==> src/rtl/ppm_div_pipe.sv <==
`timescale 1ns / 1ps
`default_nettype none
// Restoring divider, one quotient bit per stage. Needs num < den * 2**QW.
module ppm_div_pipe #(
	parameter int NW = 24,
	parameter int DW = 12,
	parameter int QW = 26
) (
	input  logic          clk,
	input  logic          en,
	input  logic [NW-1:0] num,
	input  logic [DW-1:0] den,
	output logic [QW-1:0] quo,
	output logic [NW-1:0] rem
);

	localparam int XW = NW + DW + QW;

	logic [NW-1:0] rem_s [QW];
	logic [DW-1:0] den_s [QW];
	logic [QW-1:0] quo_s [QW];

	logic [NW-1:0] rem_in [QW];
	logic [DW-1:0] den_in [QW];
	logic [QW-1:0] quo_in [QW];
	logic [XW-1:0] trial  [QW];
	logic          take   [QW];

	always_comb begin
		rem_in[0] = num;
		den_in[0] = den;
		quo_in[0] = '0;
		for (int k = 1; k < QW; k++) begin
			rem_in[k] = rem_s[k-1];
			den_in[k] = den_s[k-1];
			quo_in[k] = quo_s[k-1];
		end
		for (int k = 0; k < QW; k++) begin
			trial[k] = XW'(den_in[k]) << (QW - 1 - k);
			take[k]  = XW'(rem_in[k]) >= trial[k];
		end
	end

	always_ff @(posedge clk) begin
		if (en) begin
			for (int k = 0; k < QW; k++) begin
				rem_s[k] <= take[k] ? NW'(XW'(rem_in[k]) - trial[k]) : rem_in[k];
				den_s[k] <= den_in[k];
				quo_s[k] <= quo_in[k] | (QW'(take[k]) << (QW - 1 - k));
			end
		end
	end

	assign quo = quo_s[QW-1];
	assign rem = rem_s[QW-1];

endmodule
`default_nettype wire

==> config.mk <==
export PLATFORM = sky130hd
export DESIGN_NAME = ppm_div_pipe
export DESIGN_NICKNAME = d
export VERILOG_FILES = /design/src/rtl/ppm_div_pipe.sv
export SDC_FILE = /design/constraint.sdc
export NUM_CORES = 1
export LEC_CHECK = 0
export ABC_AREA = 1
export BUFFER_PORTS_ARGS = -buffer_cell sky130_fd_sc_hd__buf_4
export CAP_MARGIN = 20
export CORE_MARGIN = 3
export CORE_UTILIZATION = 45
export CTS_CLUSTER_DIAMETER = 200
export DETAILED_ROUTE_END_ITERATION = 16
export HOLD_SLACK_MARGIN = 0.08
export PLACE_DENSITY = 0.56
export SYNTH_ARGS = -nofsm -noshare
export SYNTH_HDL_FRONTEND = slang
export SYNTH_SLANG_ARGS = --single-unit
==> constraint.sdc <==
create_clock -name clk -period 3 [get_ports clk]
set_clock_uncertainty 0.1 [all_clocks]
set_input_delay 0 -clock clk [delete_from_list [all_inputs] [get_ports clk]]
set_output_delay 0 -clock clk [all_outputs]
set_load 0.05 [all_outputs]
==> flow_summary.ini <==
[status]
outcome = completed

[grt]
grt-ovfl-total = 0
antenna_found_initial = 1
grt_max_degree = 143
grt_pass1_wl_um = 201000
grt_usage_pct = 18.8
grt_pass1_vias = 36500

[cts]
clk_pin_slew_ns = 0.06
cts_setup_buffers = 0
cts_root_buffer = clkbuf_16
cts_buffers = 142
cts_tree = yes
clock_latency_ns = 0.77
htreeDepth = 4
cts_resized = 0
cts_sinks = 1275
cts_buffer_depth = 3

[finish]
layout_commonest_cell = nand2_1
drive_gt1_share_pct = 7.82
fin_util_pct = 52.2
nFillCells = 11500
area_delta_synth_final_pct = 14.4
layout.nets = 5964
antennaDiodeCount = 0
final_cell_area_mm2 = 0.0671
layout_common_cells = 1516 x nand2_1, 1275 x edfxtp_1, 726 x inv_1

[logic_synthesis]
yosys.area_share.simple_pct = 18.3
async_reset_ff_share_pct = 0
synth_top_family_by_area = simple AND/OR/NAND/NOR gates
synth_top_flop_cell = edfxtp_1
ys_ff_latch = 1275
synthAdderAreaFrac_pct = 5.52
syn_inst = 5355
ys_top_cells_by_area = edfxtp_1 65%, nand2_1 9.7%, ha_1 4.7%
netlist_area_mm2 = 0.0587
synth-edff-count = 1275
synthXorXnorAreaFrac_pct = 2.22
synth.avg_cell_area_um2 = 11.0
synth-compound-area-share_pct = 3.40
ys_seq_area_share_pct = 65.3
synth_top_area_share_pct = 65.3
yosysWarnings = 0
synth_fp_nets = 5638
synth_mux_area_share_pct = 0
synth_largest_area_cell = edfxtp_1
ys_types = 54

[die]
die_width_um = 367
core_mm2 = 0.129
ioPinCount = 88
num_rows = 131
dieArea_mm2 = 0.135
die_h_um = 367
start_util_pct = 45.6

[setup_path]
worstPathCellList = ha_1 -> a21oi_1 -> nand3_2 -> nor2_2 -> nand3_4 -> inv_2 -> o21ai_1
worst_setup_path_start_kind = flip-flop
critPathKind = reg -> reg
cp-end-kind = flip-flop
cp.arrival_ns = 2.99
critPathMaxFanout = 29
critPathTopFamily = buffers and inverters
cp_slowest_stage_delay_ns = 0.51
crit_buf_inv = 1
required_ns = 3.38
cp_slowest_cell = inv_2

[power]
power.density_mw_per_mm2 = 792
pwr-share-clk_pct = 31.5
combinationalPowerShare_pct = 23.4
power_switching_share_pct = 31.4
vdd_drop_max_mv = 0.543
power.switching_w = 0.0167
cellLeakagePower_nw = 27.9
seqPwrFrac_pct = 45.1
p_int_w = 0.0365

[placement]
io_buffers = 87
gp_congestion = 0.882
dpl-instance-area_mm2 = 0.0618
dp_slack_ns = 0.407
place_hpwl_um = 92300

[run]
cap_violations = 0

[drt]
drcViolationCount = 0
wl_per_cell_um = 16.8
drt_first_pass_iters = 6
first_iter_violations = 2865
wl_um = 126000
vias_per_cell = 4.96
drtAntennaViolNets = 0
route.vias.total = 37300

[timing]
post-route-period-util_pct = 86.9
slew_viol_final = 0
fmaxAchievable_mhz = 383
min_period_ns = 2.61
rsz0062_at_grt = no
setup_viol = 0
layout_setup_ws_ns = 0.392
tightest_slew_ns = 0.757
hold_violations = 0
fin_setup_tns_ns = 0
fin_hold_ws_ns = 0.191
relSlewSlack_pct = 49.5

[min_path]
hp-class = in -> reg
==> power by group through the flow <==
| stage | Combinational (W) | Clock (W) | Sequential [W] |
|---|---|---|---|
| detailed placement | 0.0123 | 0 | 0.0243 |
| CTS | 0.0124 | 0.0173 | 0.0240 |
| global placement | 0.0123 | 0 | 0.0244 |
| finish | 0.0124 | 0.0168 | 0.0240 |
| global route | 0.0143 | 0.0181 | 0.0242 |
| floorplan | 0.00884 | 0 | 0.0239 |
==> synthesized netlist by cell type, types with 16 or more instances <==
master    instances
nand2_1        1516
nor3_1           29
xnor2_1          52
nand3_1         264
inv_2            16
nand4_1          87
a21oi_2          27
a21oi_1         155
ha_1            222
fa_1             23
o21ai_1          62
nand3b_1         48
nor4_1           31
o21ai_0          72
nor2_1          497
xor2_1           97
inv_1           726
edfxtp_1       1275
==> logic make-up after synthesis <==
logic type	Yosys count
AOI/OAI and AO/OA	356
xor gates and xnor gates	149
adders and majority gates	245
buffers and inverters	780
DFF	1275
and+or+nand+nor	2550
==> final timing paths <==
kind	from	cells after the start	end	slack [ns]
setup / recovery	rem_s[1][203]$_DFFE_PP_	7	rem_s[1][223]$_DFFE_PP_	0.39
hold / removal	en	2	den_s[0][164]$_DFFE_PP_	0.19
setup reg to reg	rem_s[1][203]$_DFFE_PP_	7	rem_s[1][223]$_DFFE_PP_	0.39
hold reg to reg	quo_s[1][87]$_DFFE_PP_	0	quo_s[1][113]$_DFFE_PP_	0.31
==> timing repair <==
item	in CTS	in global routing
hold buffers	73	0
hold endpoints to repair	1120	0
endpoints found under the setup margin	0	0
==> state kept, by name, indices dropped and copies added, names as in the netlist <==
signal / count
den_s: 300
quo_s: 351
rem_s: 624
==> stage by stage <==
step | power, W | instances
after floorplan | 0.0328 | 5355
after CTS | 0.0538 | 7521
after global placement | 0.0366 | 7193
final | 0.0531 | 7521
after detailed placement | 0.0366 | 7193
after global routing | 0.0565 | 7521
==> layout make-up <==
| cell class | count | area, µm² | share of cell area, % |
|---|---|---|---|
| clock buffer | 176 | 3740 | 5.58 |
| multi-input combinational | 3300 | 17300 | 25.8 |
| clock inverter | 79 | 787 | 1.17 |
| inverter | 746 | 2810 | 4.18 |
| sequential | 1275 | 38300 | 57.1 |
| timing repair buffer | 216 | 2010 | 3.00 |
| tap | 1729 | 2160 | 3.22 |
==> per-layer routing <==
metal  GRT usage (%)  part of all wire, %  vias up
li1                -                    -    18700
met1            27.4                   48    17600
met2            29.1                   45      816
met3            3.62                  5.3      181
met4            4.95                  2.1        0
met5               0                    0        -
Power figures use the tool's default switching activity.
